$ cat src/rtl/cldu_pkg.sv
// ----------------------------------------------------------------------------
// cldu_pkg
// Shared types and constants for the cursor list delete/undo unit: request
// mode codes, configuration register indexes, datapath operations and the
// command and status groups between the controller and the datapath.
// ----------------------------------------------------------------------------
package cldu_pkg;

   // Default table size.
   localparam int DEF_MAX_ROWS = 1024;

   // Field widths fixed by the interface.
   localparam int MODE_W      = 3;
   localparam int STEPS_W     = 10;
   localparam int ROW_W       = 10;
   localparam int CURSOR_W    = 10;
   localparam int ROW_COUNT_W = 11;
   localparam int START_ROW_W = 10;
   localparam int CSR_IDX_W   = 1;
   localparam int CSR_DATA_W  = 11;

   // Configuration reset values.
   localparam logic [ROW_COUNT_W-1:0] ROW_COUNT_RST = 11'd8;
   localparam logic [START_ROW_W-1:0] START_ROW_RST = 10'd0;

   // Configuration register indexes.
   localparam logic [CSR_IDX_W-1:0] CSR_ROW_COUNT = 1'b0;
   localparam logic [CSR_IDX_W-1:0] CSR_START_ROW = 1'b1;

   // Request mode codes.
   typedef enum logic [MODE_W-1:0] {
      MODE_UP      = 3'd0,
      MODE_DOWN    = 3'd1,
      MODE_DELETE  = 3'd2,
      MODE_UNDO    = 3'd3,
      MODE_READ    = 3'd4,
      MODE_RESTART = 3'd5
   } mode_type;

   // Operations that the controller asks of the datapath, one per cycle.
   typedef enum logic [3:0] {
      OP_NONE,
      OP_ACCEPT,
      OP_BUILD_INIT,
      OP_BUILD_STEP,
      OP_BUILD_END,
      OP_LINK_RD,
      OP_MOVE_STEP,
      OP_SET_ERR,
      OP_DEL_COMMIT,
      OP_POP,
      OP_UNDO_COMMIT,
      OP_FLAG_RD,
      OP_FINISH
   } dp_op_type;

   // Controller to datapath.
   typedef struct packed {
      dp_op_type op;
      logic      rd_popped;   // link read at the popped row instead of the cursor
   } cmd_type;

   // Datapath to controller.
   typedef struct packed {
      logic [MODE_W-1:0] req_mode;
      logic              steps_zero;
      logic              link_none;
      logic              del_blocked;
      logic              stack_empty;
      logic              build_last;
      logic              out_free;
   } status_type;

endpackage

$ cat src/rtl/cldu_ctrl.sv
// ----------------------------------------------------------------------------
// cldu_ctrl
// Controller state machine. Sequences the table build, the link walk of a
// move, the unlink of a delete, the relink of an undo and the flag read, and
// hands one operation per cycle to the datapath.
// ----------------------------------------------------------------------------
module cldu_ctrl
   import cldu_pkg::*;
(
   input  logic       clock,
   input  logic       reset,
   input  logic       req_valid,
   output logic       req_stall,
   input  status_type status,
   output cmd_type    cmd
);

   typedef enum logic [12:0] {
      ST_INIT      = 13'b0000000000001,
      ST_BUILD     = 13'b0000000000010,
      ST_BUILD_END = 13'b0000000000100,
      ST_IDLE      = 13'b0000000001000,
      ST_MOVE_RD   = 13'b0000000010000,
      ST_MOVE_CHK  = 13'b0000000100000,
      ST_DEL_RD    = 13'b0000001000000,
      ST_DEL_CHK   = 13'b0000010000000,
      ST_UNDO_RD   = 13'b0000100000000,
      ST_UNDO_LNK  = 13'b0001000000000,
      ST_UNDO_WR   = 13'b0010000000000,
      ST_READ_RD   = 13'b0100000000000,
      ST_FINISH    = 13'b1000000000000
   } state_type;

   state_type state_ff, state_in;
   logic      restart_resp_ff, restart_resp_in;

   // Requests are taken only between items.
   assign req_stall = (state_ff != ST_IDLE);

   // Next state and the operation for this cycle.
   always_comb begin
      state_in        = state_ff;
      restart_resp_in = restart_resp_ff;
      cmd.op          = OP_NONE;
      cmd.rd_popped   = 1'b0;
      case (state_ff)
         ST_INIT: begin
            cmd.op   = OP_BUILD_INIT;
            state_in = ST_BUILD;
         end
         ST_BUILD: begin
            cmd.op = OP_BUILD_STEP;
            if (status.build_last) begin
               state_in = ST_BUILD_END;
            end
         end
         ST_BUILD_END: begin
            cmd.op          = OP_BUILD_END;
            restart_resp_in = 1'b0;
            state_in        = restart_resp_ff ? ST_FINISH : ST_IDLE;
         end
         ST_IDLE: begin
            if (req_valid) begin
               cmd.op = OP_ACCEPT;
               case (mode_type'(status.req_mode))
                  MODE_UP, MODE_DOWN: state_in = ST_MOVE_RD;
                  MODE_DELETE:        state_in = ST_DEL_RD;
                  MODE_UNDO:          state_in = ST_UNDO_RD;
                  MODE_READ:          state_in = ST_READ_RD;
                  MODE_RESTART: begin
                     restart_resp_in = 1'b1;
                     state_in        = ST_INIT;
                  end
                  default:            state_in = ST_FINISH;
               endcase
            end
         end
         // Each link walked: read, then check and advance.
         ST_MOVE_RD: begin
            if (status.steps_zero) begin
               state_in = ST_FINISH;
            end else begin
               cmd.op   = OP_LINK_RD;
               state_in = ST_MOVE_CHK;
            end
         end
         ST_MOVE_CHK: begin
            if (status.link_none) begin
               cmd.op   = OP_SET_ERR;
               state_in = ST_FINISH;
            end else begin
               cmd.op   = OP_MOVE_STEP;
               state_in = ST_MOVE_RD;
            end
         end
         ST_DEL_RD: begin
            cmd.op   = OP_LINK_RD;
            state_in = ST_DEL_CHK;
         end
         ST_DEL_CHK: begin
            cmd.op   = status.del_blocked ? OP_SET_ERR : OP_DEL_COMMIT;
            state_in = ST_FINISH;
         end
         ST_UNDO_RD: begin
            if (status.stack_empty) begin
               cmd.op   = OP_SET_ERR;
               state_in = ST_FINISH;
            end else begin
               cmd.op   = OP_POP;
               state_in = ST_UNDO_LNK;
            end
         end
         ST_UNDO_LNK: begin
            cmd.op        = OP_LINK_RD;
            cmd.rd_popped = 1'b1;
            state_in      = ST_UNDO_WR;
         end
         ST_UNDO_WR: begin
            cmd.op   = OP_UNDO_COMMIT;
            state_in = ST_FINISH;
         end
         ST_READ_RD: begin
            cmd.op   = OP_FLAG_RD;
            state_in = ST_FINISH;
         end
         ST_FINISH: begin
            if (status.out_free) begin
               cmd.op   = OP_FINISH;
               state_in = ST_IDLE;
            end
         end
         default: begin
            state_in = ST_INIT;
         end
      endcase
   end

   // State registers; reset starts the table build.
   always_ff @(posedge clock) begin
      if (reset) begin
         state_ff        <= ST_INIT;
         restart_resp_ff <= 1'b0;
      end else begin
         state_ff        <= state_in;
         restart_resp_ff <= restart_resp_in;
      end
   end

endmodule

$ cat config.mk
export PLATFORM = sky130hd
export DESIGN_NAME = cldu_ctrl
export DESIGN_NICKNAME = d
export VERILOG_FILES = /design/src/rtl/cldu_pkg.sv /design/src/rtl/cldu_ctrl.sv
export SDC_FILE = /design/constraint.sdc
export NUM_CORES = 1
export LEC_CHECK = 0
export BUFFER_PORTS_ARGS = -buffer_cell sky130_fd_sc_hd__buf_2
export CORE_MARGIN = 10
export CORE_UTILIZATION = 55
export CTS_CLUSTER_SIZE = 14
export DETAILED_ROUTE_END_ITERATION = 6
export GPL_ROUTABILITY_DRIVEN = 0
export PLACE_DENSITY = 0.78
export SYNTH_ARGS = -nofsm -noshare
export SYNTH_HDL_FRONTEND = slang
export SYNTH_SLANG_ARGS = --single-unit
$ cat constraint.sdc
create_clock -name clock -period 2.62 [get_ports clock]
set_input_delay 0.262 -clock clock [delete_from_list [all_inputs] [get_ports clock]]
set_output_delay 0.262 -clock clock [all_outputs]
set_load 0.02 [all_outputs]
# [After elaboration in Yosys (flattened, before gate mapping)]
# Index checks and enable logic that the tools add are counted.
[word_totals] register_bits=14 input_bits=12 elab_cells=52
[classes] eq_ne=23 mux=20 reduce_logical=7
[op_table] operator="$pmux W13 S11" count=1
[op_table] operator="$mux W13" count=7
[op_table] operator="$pmux W13 S5" count=1
[op_table] operator="$pmux W4 S12" count=1
[op_table] operator="$eq A13 B1 Y1 const B" count=1
[op_table] operator="$eq A13 B10 Y1 const B" count=1
[op_table] operator="$eq A13 B11 Y1 const B" count=1
[op_table] operator="$eq A13 B12 Y1 const B" count=1
[op_table] operator="$eq A13 B13 Y1 const B" count=1
[op_table] operator="$eq A13 B2 Y1 const B" count=1
[op_table] operator="$eq A13 B3 Y1 const B" count=1
[op_table] operator="$eq A13 B4 Y1 const B" count=1
[op_table] operator="$eq A13 B5 Y1 const B" count=1
[op_table] operator="$eq A13 B6 Y1 const B" count=1
[op_table] operator="$eq A13 B7 Y1 const B" count=1
[op_table] operator="$eq A13 B8 Y1 const B" count=1
[op_table] operator="$eq A13 B9 Y1 const B" count=1
[op_table] operator="$ne A13 B4 Y1 const B" count=1
[op_table] operator="$mux W4" count=3
[op_table] operator="$eq A3 B2 Y1 const B" count=2
[op_table] operator="$eq A3 B3 Y1 const B" count=2
[op_table] operator="$ne A2 B2 Y1 const B" count=3
[op_table] operator="$reduce_and A3 Y1" count=2
[op_table] operator="$mux W1" count=5
[op_table] operator="other kinds (8)" count=9

# [Longest topological paths before layout]
# Gate-level depths: netlist of run 1.
[depth] ltp_word=5 mapped_depth=6 ltp_nobuf=5

# [Least setup slack after synthesis of run 1]
# Ideal clock, no wire load.
[synth_timing] path_kind="register -> output" start="reg state_ff[12]" end="out cmd[2] in the netlist's numbering" t_arrival_ps=1890 required_ps=2358 path_slack_ps=468 stages_incl_launch_ff=5 path_buffers=0 cell_sequence="dfxtp_1 > or4_4 > or4_4 > a2111oi_4 > nand2b_1"
[synth_lines] item="start, declared" line="cldu_ctrl.sv:34" text="state_type state_ff, state_in;"
[synth_lines] item="start signal, assigned" line="cldu_ctrl.sv:144" text="state_ff <= state_in;"
[synth_lines] item="end, declared" line="cldu_ctrl.sv:15" text="output cmd_type cmd"

==> flow_summary.json, run 1 <==
{
  "ys_seq_elements": 14,
  "layout_common_cells": "nor2_1 (18), buf_2 (16), dfxtp_1 (13)",
  "netlist_instances": 144,
  "fp-row-count": 16,
  "grt_remaining_overflow": 0,
  "hold-path-cell-count": 2,
  "reg2reg_depth": 5,
  "grt_pass1_wl_um": 5030,
  "synthArstFlopShare": 0,
  "crit_path_max_fanout": 11,
  "arrival_ns": 2.22,
  "initial_core_util": 0.5710,
  "power.total_mw": 0.4696,
  "ant_nets": 0,
  "layout-drive-gt1-share": 0.2063,
  "rsz0062_at_grt": "false",
  "die_w_um": 64.67,
  "finalSetupTns_ns": 0,
  "clockBufferDepth": 2,
  "routed_via_density": 6.444,
  "hold_class": "in2reg",
  "final_area_mm2": 0.001245,
  "max-vdd-ir-drop_mv": 0.3038,
  "endpoint_kind": "output pin",
  "grt_pass1_vias": 1158,
  "clkSinkCount": 14,
  "ioPinCount": 18,
  "placed_cells": 184,
  "grt_max_degree": 14,
  "cts_root_buf": "clkbuf_4",
  "antenna_found_initial": 0,
  "coreArea_mm2": 0.001922,
  "synth_area_leaders": "dfxtp_1 (26%), nor2_1 (6.2%), nand3_1 (3.6%)",
  "layout.nets": 174,
  "yosysTopAreaCell": "dfxtp_1",
  "instances_no_fill": 187,
  "hold-worst-slack_ns": 0.1834,
  "setup_violations": 0,
  "synth_enable_flop_cells": 0,
  "power-per-cell-area_mw_per_mm2": 377.2,
  "cts_max_level": 1,
  "diodes": 0,
  "port_buffers": 17,
  "slew_viol_final": 0,
  "first_iter_violations": 58,
  "worstMarginPinSlew_ns": 0.5862,
  "die_area_mm2": 0.004182,
  "status": "finished, final reports clean",
  "min_period_over_period": 0.9465,
  "syn_avg_cell_area_um2": 7.620,
  "hpwl_um": 2355,
  "preCtsSetupSlack_ns": 0.3152,
  "wl_per_cell_um": 16.18,
  "totalWireLength_um": 3026,
  "fin_util": 0.6478,
  "ys_types": 44,
  "dr.pass1.iters": 4,
  "cts_hold_buf": 0,
  "drc": 0,
  "synth_top_area_share": 0.2554,
  "die_h_um": 64.67,
  "syn_to_final_growth_pct": 13.45,
  "worstSetupPathType": "reg2out",
  "track_usage": 0.1453,
  "slew_headroom": 0.6056,
  "ys_seq_area_frac": 0.2554,
  "yosys_warnings": 0,
  "min_period_ns": 2.480,
  "synthFlopType": "dfxtp_1",
  "maxCapViolCount": 0,
  "fmax_mhz": 403.3,
  "clock_latency_ns": 0.28,
  "final_common_cell": "nor2_1",
  "cp-start-kind": "flip-flop",
  "tritoncts": "yes",
  "critPathRequiredTime_ns": 2.36,
  "vias": 1205,
  "place_area_mm2": 0.001216,
  "worst_slack_ns": 0.1402,
  "syn-cell-area_mm2": 0.001097,
  "leakage_nw": 0.5009,
  "syn-num-nets": 156,
  "clk_pin_slew_ns": 0.08,
  "fin_skew_ns": 0.004071,
  "cts_buffers": 3,
  "hold_viol_final": 0
}
-- final cells by class --
| class | count | area [um^2] |
|---|---|---|
| clock buffer | 3 | 22.52 |
| sequential | 14 | 284.0 |
| timing repair buffer | 21 | 117.6 |
| multi-input combinational | 118 | 772.0 |
| tap | 27 | 33.78 |
| inverter | 4 | 15.01 |
| fill | 180 | 676.9 |
-- metal layers --
metal | share of wire | global-route usage | routed length [um] | vias to the layer above
met5 | 0 | 0 | 0 | -
met4 | 0.014 | 0.06150 | 43 | 0
met3 | 0.095 | 0.03608 | 287 | 6
met2 | 0.45 | 0.2266 | 1366 | 64
met1 | 0.44 | 0.1849 | 1328 | 553
li1 | - | - | - | 582
-- registers in the layout (all words and copies together), names as in the netlist --
| signal | cells |
|---|---|
| restart_resp_ff | 1 |
| state_ff | 13 |
-- what timing repair did --
| item | in CTS | in global routing |
|---|---|---|
| buffers inserted | 0 | 0 |
| gates resized for setup | 0 | 3 |
| endpoints found under the setup margin | 0 | 2 |
-- Yosys cell counts (all sizes together) (2+ instances only) --
cell      n
a2111oi   2
a211oi    2
a21oi     4
and4      3
and4b     3
clkbuf    8
dfxtp    14
inv       4
nand2     8
nand2b    6
nand3     8
nand3b    5
nand4     4
nand4b    3
nor2     18
nor2b     4
nor3      7
nor3b     2
nor4      6
o21ai     8
o22ai     4
or4       2
xor2      3
-- kinds of logic (layout without fill, tap and decap cells) --
family                 Yosys count  count (layout)  share of synthesized area
flip-flops                      14              14                     0.2554
AND/OR/NAND/NOR                 82              82                     0.4538
AO/OA/AOI/OAI                   31              31                     0.2087
multiplexers                     1               1                   0.009122
XOR/XNOR                         4               4                    0.03193
buffers and inverters           12              28                    0.04105
-- critical path: stages, from the launching register on --
cell     delay [ns]
dfxtp_4        0.38
or4_4          0.55
or4_4          0.45
nor3b_1        0.21
o21ai_1        0.08
nand4_1        0.10
buf_2          0.17
-- report_power, final --
part	switching, mW	total [mW]	internal (mW)
combinational	0.0640	0.120	0.0564
clock	0.0682	0.122	0.0534
sequential	0.00987	0.228	0.218
-- path summary, 6_finish.rpt --
| path | from | endpoint | slack, ns |
|---|---|---|---|
| worst min register to register | state_ff[0] | state_ff[1] | 0.56 |
| worst min-delay path | status[2] | state_ff[9] | 0.18 |
| worst max register to register | state_ff[4] | restart_resp_ff | 0.56 |
| worst max-delay path | state_ff[6] | cmd[1] | 0.14 |
No activity file was read; power rests on OpenSTA's default activity.
==> inputs of run 2 (changes only) <==
- CELL_PAD_IN_SITES_DETAIL_PLACEMENT: not set -> 1
- CELL_PAD_IN_SITES_GLOBAL_PLACEMENT: not set -> 1
- CORE_MARGIN: 10 -> not set
- CORE_UTILIZATION: 55 -> 40
- PLACE_DENSITY: 0.78 -> not set
- PLACE_DENSITY_LB_ADDON: not set -> 0.1
==> flow_summary.json, run 2 (synthesized netlist as in run 1, its figures left out) <==
{
  "status": "finished, final reports clean",
  "clkPwrFrac": 0.314,
  "cp-start-kind": "flip-flop",
  "pwr-share-comb": 0.256,
  "hold_class": "in2reg",
  "final_common_cell": "nor2_1",
  "hpwl_um": 2843,
  "fp-row-count": 18,
  "max-vdd-ir-drop_mv": 0.2950,
  "antenna_found_initial": 0,
  "die_h_um": 54.38,
  "leakage_nw": 0.5303,
  "grt_pass1_vias": 1181,
  "r2r-start": "state_ff[5]",
  "slew_viol_final": 0,
  "worst_slack_ns": 0.05776,
  "min-delay-start": "status[6]",
  "share_seq_of_total_power": 0.429,
  "largest_reg_flops": 13,
  "top_regs": "state_ff (13), restart_resp_ff (1)",
  "power-per-cell-area_mw_per_mm2": 404.4,
  "port_buffers": 17,
  "totalWireLength_um": 3800,
  "ioPinCount": 18,
  "die_area_mm2": 0.002957,
  "syn_to_final_growth_pct": 19.61,
  "cts_max_level": 1,
  "hold_viol_final": 0,
  "fmax_mhz": 390.3,
  "grt_pass1_wl_um": 6051,
  "drc": 0,
  "coreArea_mm2": 0.002545,
  "multi_input_area_um2": 784.5,
  "crit_path_max_fanout": 11,
  "worstSetupPathType": "reg2out",
  "min_period_over_period": 0.9780,
  "regMostFlops": "state_ff",
  "min_period_ns": 2.562,
  "fillers": 344,
  "rsz0062_at_grt": "false",
  "p_int_mw": 0.3672,
  "ant_nets": 0,
  "worstMarginPinSlew_ns": 0.6132,
  "clockBufferDepth": 2,
  "r2r_slack_ns": 0.49,
  "switching_power_mw": 0.1636,
  "worstReg2RegEnd": "restart_resp_ff",
  "seqCellArea_um2": 285.3,
  "cts_buffers": 3,
  "vias": 1220,
  "worstHoldEndpoint": "state_ff[11]",
  "clock_latency_ns": 0.29,
  "die_w_um": 54.38,
  "hold-path-cell-count": 2,
  "layout_common_cells": "nor2_1 (18), buf_2 (15), dfxtp_1 (12)",
  "critPathRequiredTime_ns": 2.36,
  "track_usage": 0.2960,
  "dr.pass1.iters": 4,
  "diodes": 0,
  "clkSinkCount": 14,
  "tritoncts": "yes",
  "p_sw_frac": 0.3082,
  "setup_violations": 0,
  "clk_pin_slew_ns": 0.10,
  "maxCapViolCount": 0,
  "endpoint_kind": "output pin",
  "slew_headroom": 0.5874,
  "first_iter_violations": 20,
  "cts_root_buf": "clkbuf_4",
  "layout-drive-gt1-share": 0.2424,
  "finalSetupTns_ns": 0,
  "grt_remaining_overflow": 0,
  "grt_max_degree": 14,
  "wl_per_cell_um": 19.49,
  "initial_core_util": 0.4312,
  "fin_skew_ns": 0.002176,
  "preCtsSetupSlack_ns": 0.2728,
  "arrival_ns": 2.30,
  "cts_hold_buf": 0,
  "reg2reg_depth": 5,
  "routed_via_density": 6.256,
  "layout.nets": 178
}
==> run 2: cell count changes in the layout (fill, tap and decap cells not counted) <==
cell / delta
buf_4: +4
a2111oi_0: -1
a2111oi_1: +1
buf_2: -1
buf_6: +1
clkbuf_8: +1
dfxtp_1: -1
dfxtp_2: +1
nor3b_1: -1
nor3b_4: +1
==> run 2: layout make-up <==
| class | instances | area share |
|---|---|---|
| multi-input combinational | 118 | 0.5977 |
| sequential | 14 | 0.2173 |
| timing repair buffer | 25 | 0.1173 |
| tap | 30 | 0.02860 |
| clock buffer | 4 | 0.02765 |
| inverter | 4 | 0.01144 |
==> run 2: metrics by stage <==
stage | hold slack, ns | cell area, um^2 | util | power (mW) | std cells
final | 0.1657 | 1313 | 0.5157 | 0.5308 | 195
after global routing | 0.1620 | 1313 | 0.5157 | 0.5588 | 195
after CTS | 0.1569 | 1297 | 0.5098 | 0.5341 | 195
after detailed placement | 0.4781 | 1250 | 0.4912 | 0.3636 | 191
after global placement | 0.4668 | 1250 | 0.4912 | 0.3592 | 191
after floorplan | 0.3382 | 1097 | - | 0.3107 | 144
==> run 2: how the worst max path moves through the flow <==
stage,start,depth (start not counted),to
global route,state_ff[6],6,cmd[1]
CTS,state_ff[6],5,cmd[2]
detailed placement,state_ff[6],6,cmd[1]
floorplan,state_ff[12],4,cmd[2]
global placement,state_ff[6],5,cmd[2]
finish,state_ff[6],6,cmd[1]
==> run 2: routing by layer <==
layer | part of all wire | GRT usage | vias to the layer above
met5 | 0 | 0 | -
met4 | 0.017 | 0.1026 | 0
met2 | 0.50 | 0.5061 | 32
met3 | 0.032 | 0.03889 | 8
met1 | 0.46 | 0.3760 | 592
li1 | - | - | 588
==> run 2: what timing repair did <==
item                       in CTS  in global routing
gates resized for setup         4                  5
setup buffers                   0                  0
setup endpoints to repair       2                  2
pin swaps                       0                  1
==> run 2: worst max-delay path: stages (launching register included) <==
cell	delay, ns
dfxtp_4	0.39
or4_4	0.56
or4_4	0.48
nor3b_4	0.23
o21ai_1	0.08
nand4_1	0.14
buf_6	0.13
==> run 2: power by group through the flow <==
stage / Sequential [mW] / Combinational (mW) / Clock [mW]
global route: 0.229 / 0.146 / 0.184
CTS: 0.228 / 0.133 / 0.173
floorplan: 0.230 / 0.0803 / 0
global placement: 0.233 / 0.126 / 0
detailed placement: 0.234 / 0.130 / 0
finish: 0.228 / 0.136 / 0.167
==> inputs of run 3 (changes only) <==
- PLACE_DENSITY_LB_ADDON: 0.1 -> 0.15
==> flow_summary.json, run 3 (synthesized netlist as in run 1, its figures left out) <==
{
  "status": "finished, final reports clean",
  "worstReg2RegEnd": "restart_resp_ff",
  "p_sw_frac": 0.3112,
  "cpPeakStageDelay_ns": 0.57,
  "leakage_nw": 0.5349,
  "routed_via_density": 6.270,
  "hold-path-cell-count": 2,
  "top_regs": "state_ff (13), restart_resp_ff (1)",
  "drc": 0,
  "critPathSlowestCell": "or4_4",
  "switching_power_mw": 0.1655,
  "grt_remaining_overflow": 0,
  "hold_viol_final": 0,
  "wl_per_cell_um": 17.73,
  "setup_violations": 0,
  "layout-drive-gt1-share": 0.2410,
  "power.total_mw": 0.5319,
  "fmax_mhz": 399.0,
  "r2r-start": "state_ff[4]",
  "fillers": 327,
  "crit_buf_inv": 1,
  "clk_pin_slew_ns": 0.09,
  "r2r_slack_ns": 0.53,
  "die_w_um": 54.38,
  "min_period_over_period": 0.9567,
  "antenna_found_initial": 0,
  "clkSinkCount": 14,
  "final_area_mm2": 0.001308,
  "hold_class": "in2reg",
  "largest_reg_flops": 13,
  "grt_max_degree": 14,
  "hpwl_um": 2715,
  "ioPinCount": 18,
  "maxCapViolCount": 0,
  "tritoncts": "yes",
  "multi_input_area_um2": 777.0,
  "arrival_ns": 2.24,
  "crit_cells": 6,
  "grt_pass1_vias": 1116,
  "path_common_cell": "or4_4",
  "crit_path_max_fanout": 11,
  "slew_viol_final": 0,
  "rsz0062_at_grt": "false",
  "max-vdd-ir-drop_mv": 0.2810,
  "clock_latency_ns": 0.30,
  "power-per-cell-area_mw_per_mm2": 406.8,
  "syn_to_final_growth_pct": 19.16,
  "die_h_um": 54.38,
  "dr.pass1.iters": 4,
  "critPathRequiredTime_ns": 2.36,
  "layout_common_cells": "nor2_1 (18), buf_2 (15), dfxtp_1 (13)",
  "clockBufferDepth": 2,
  "worstMarginPinSlew_ns": 0.5919,
  "worstHoldEndpoint": "state_ff[11]",
  "fin_skew_ns": 0.003849,
  "cp_cell_sequence": "or4_4, or4_4, nor3b_2, o21ai_1, nand4_1, buf_4",
  "share_seq_of_total_power": 0.431,
  "p_int_mw": 0.3664,
  "layout.nets": 179,
  "grt_pass1_wl_um": 5492,
  "cp-start-kind": "flip-flop",
  "clkPwrFrac": 0.321,
  "ant_nets": 0,
  "min-delay-start": "status[6]",
  "final_common_cell": "nor2_1",
  "min_period_ns": 2.506,
  "place_area_mm2": 0.001235,
  "initial_core_util": 0.4312,
  "vias": 1229,
  "first_iter_violations": 19,
  "cts_max_level": 1,
  "die_area_mm2": 0.002957,
  "worstSetupPathType": "reg2out",
  "slew_headroom": 0.6017,
  "track_usage": 0.2660,
  "seqCellArea_um2": 284.0,
  "crit_family": "simple AND/OR/NAND/NOR gates",
  "endpoint_kind": "output pin",
  "cts_buffers": 3,
  "regMostFlops": "state_ff",
  "reg2reg_depth": 5,
  "diodes": 0,
  "finalSetupTns_ns": 0,
  "port_buffers": 17,
  "cts_root_buf": "clkbuf_4",
  "totalWireLength_um": 3476,
  "fp-row-count": 18,
  "coreArea_mm2": 0.002545,
  "pwr-share-comb": 0.249
}
-- run 3: layout make-up --
type,count,share of cell area
tap,30,0.02871
multi-input combinational,118,0.5943
clock buffer,4,0.02775
timing repair buffer,26,0.1206
sequential,14,0.2172
inverter,4,0.01148
-- run 3: timing repair --
action | 4_1_cts | 5_1_grt
hold buffers | 0 | 0
buffers inserted | 0 | 3
resized for setup | 1 | 4
hold endpoints to repair | 0 | 0
setup endpoints to repair | 1 | 3
pin swaps | 0 | 3
-- run 3: how the worst max path moves through the flow --
| stage | startpoint | end | slack [ns] |
|---|---|---|---|
| after global placement | state_ff[6] | cmd[2] | 0.34 |
| final | state_ff[6] | cmd[1] | 0.11 |
| after CTS | state_ff[6] | cmd[2] | 0.02 |
| after detailed placement | state_ff[6] | cmd[2] | 0.30 |
| after global routing | state_ff[6] | cmd[1] | 0.01 |
| after floorplan | state_ff[12] | cmd[2] | 0.47 |
-- run 3: through the flow --
| step | utilization | hold slack (ns) | cells | worst slack (ns) |
|---|---|---|---|---|
| 2_1_floorplan | - | 0.3382 | 144 | 0.4676 |
| 3_3_place_gp | 0.4853 | 0.4718 | 189 | 0.3385 |
| 3_5_place_dp | 0.4853 | 0.4766 | 189 | 0.2968 |
| 4_1_cts | 0.5000 | 0.1660 | 193 | 0.01922 |
| 5_1_grt | 0.5138 | 0.1499 | 196 | 0.01202 |
| 6_report | 0.5138 | 0.1605 | 196 | 0.1135 |
-- run 3: power groups by stage --
stage	clock (mW)	sequential, mW	combinational [mW]
after detailed placement	0	0.234	0.128
after floorplan	0	0.230	0.0803
final	0.171	0.229	0.132
after CTS	0.168	0.230	0.129
after global placement	0	0.234	0.126
after global routing	0.182	0.230	0.146
-- run 3: metal layers --
metal	up-vias	share of wire	global-route usage
met5	-	0	0
met4	0	0.025	0.08120
met3	8	0.051	0.06111
met2	32	0.46	0.4187
met1	592	0.46	0.3566
li1	597	-	-
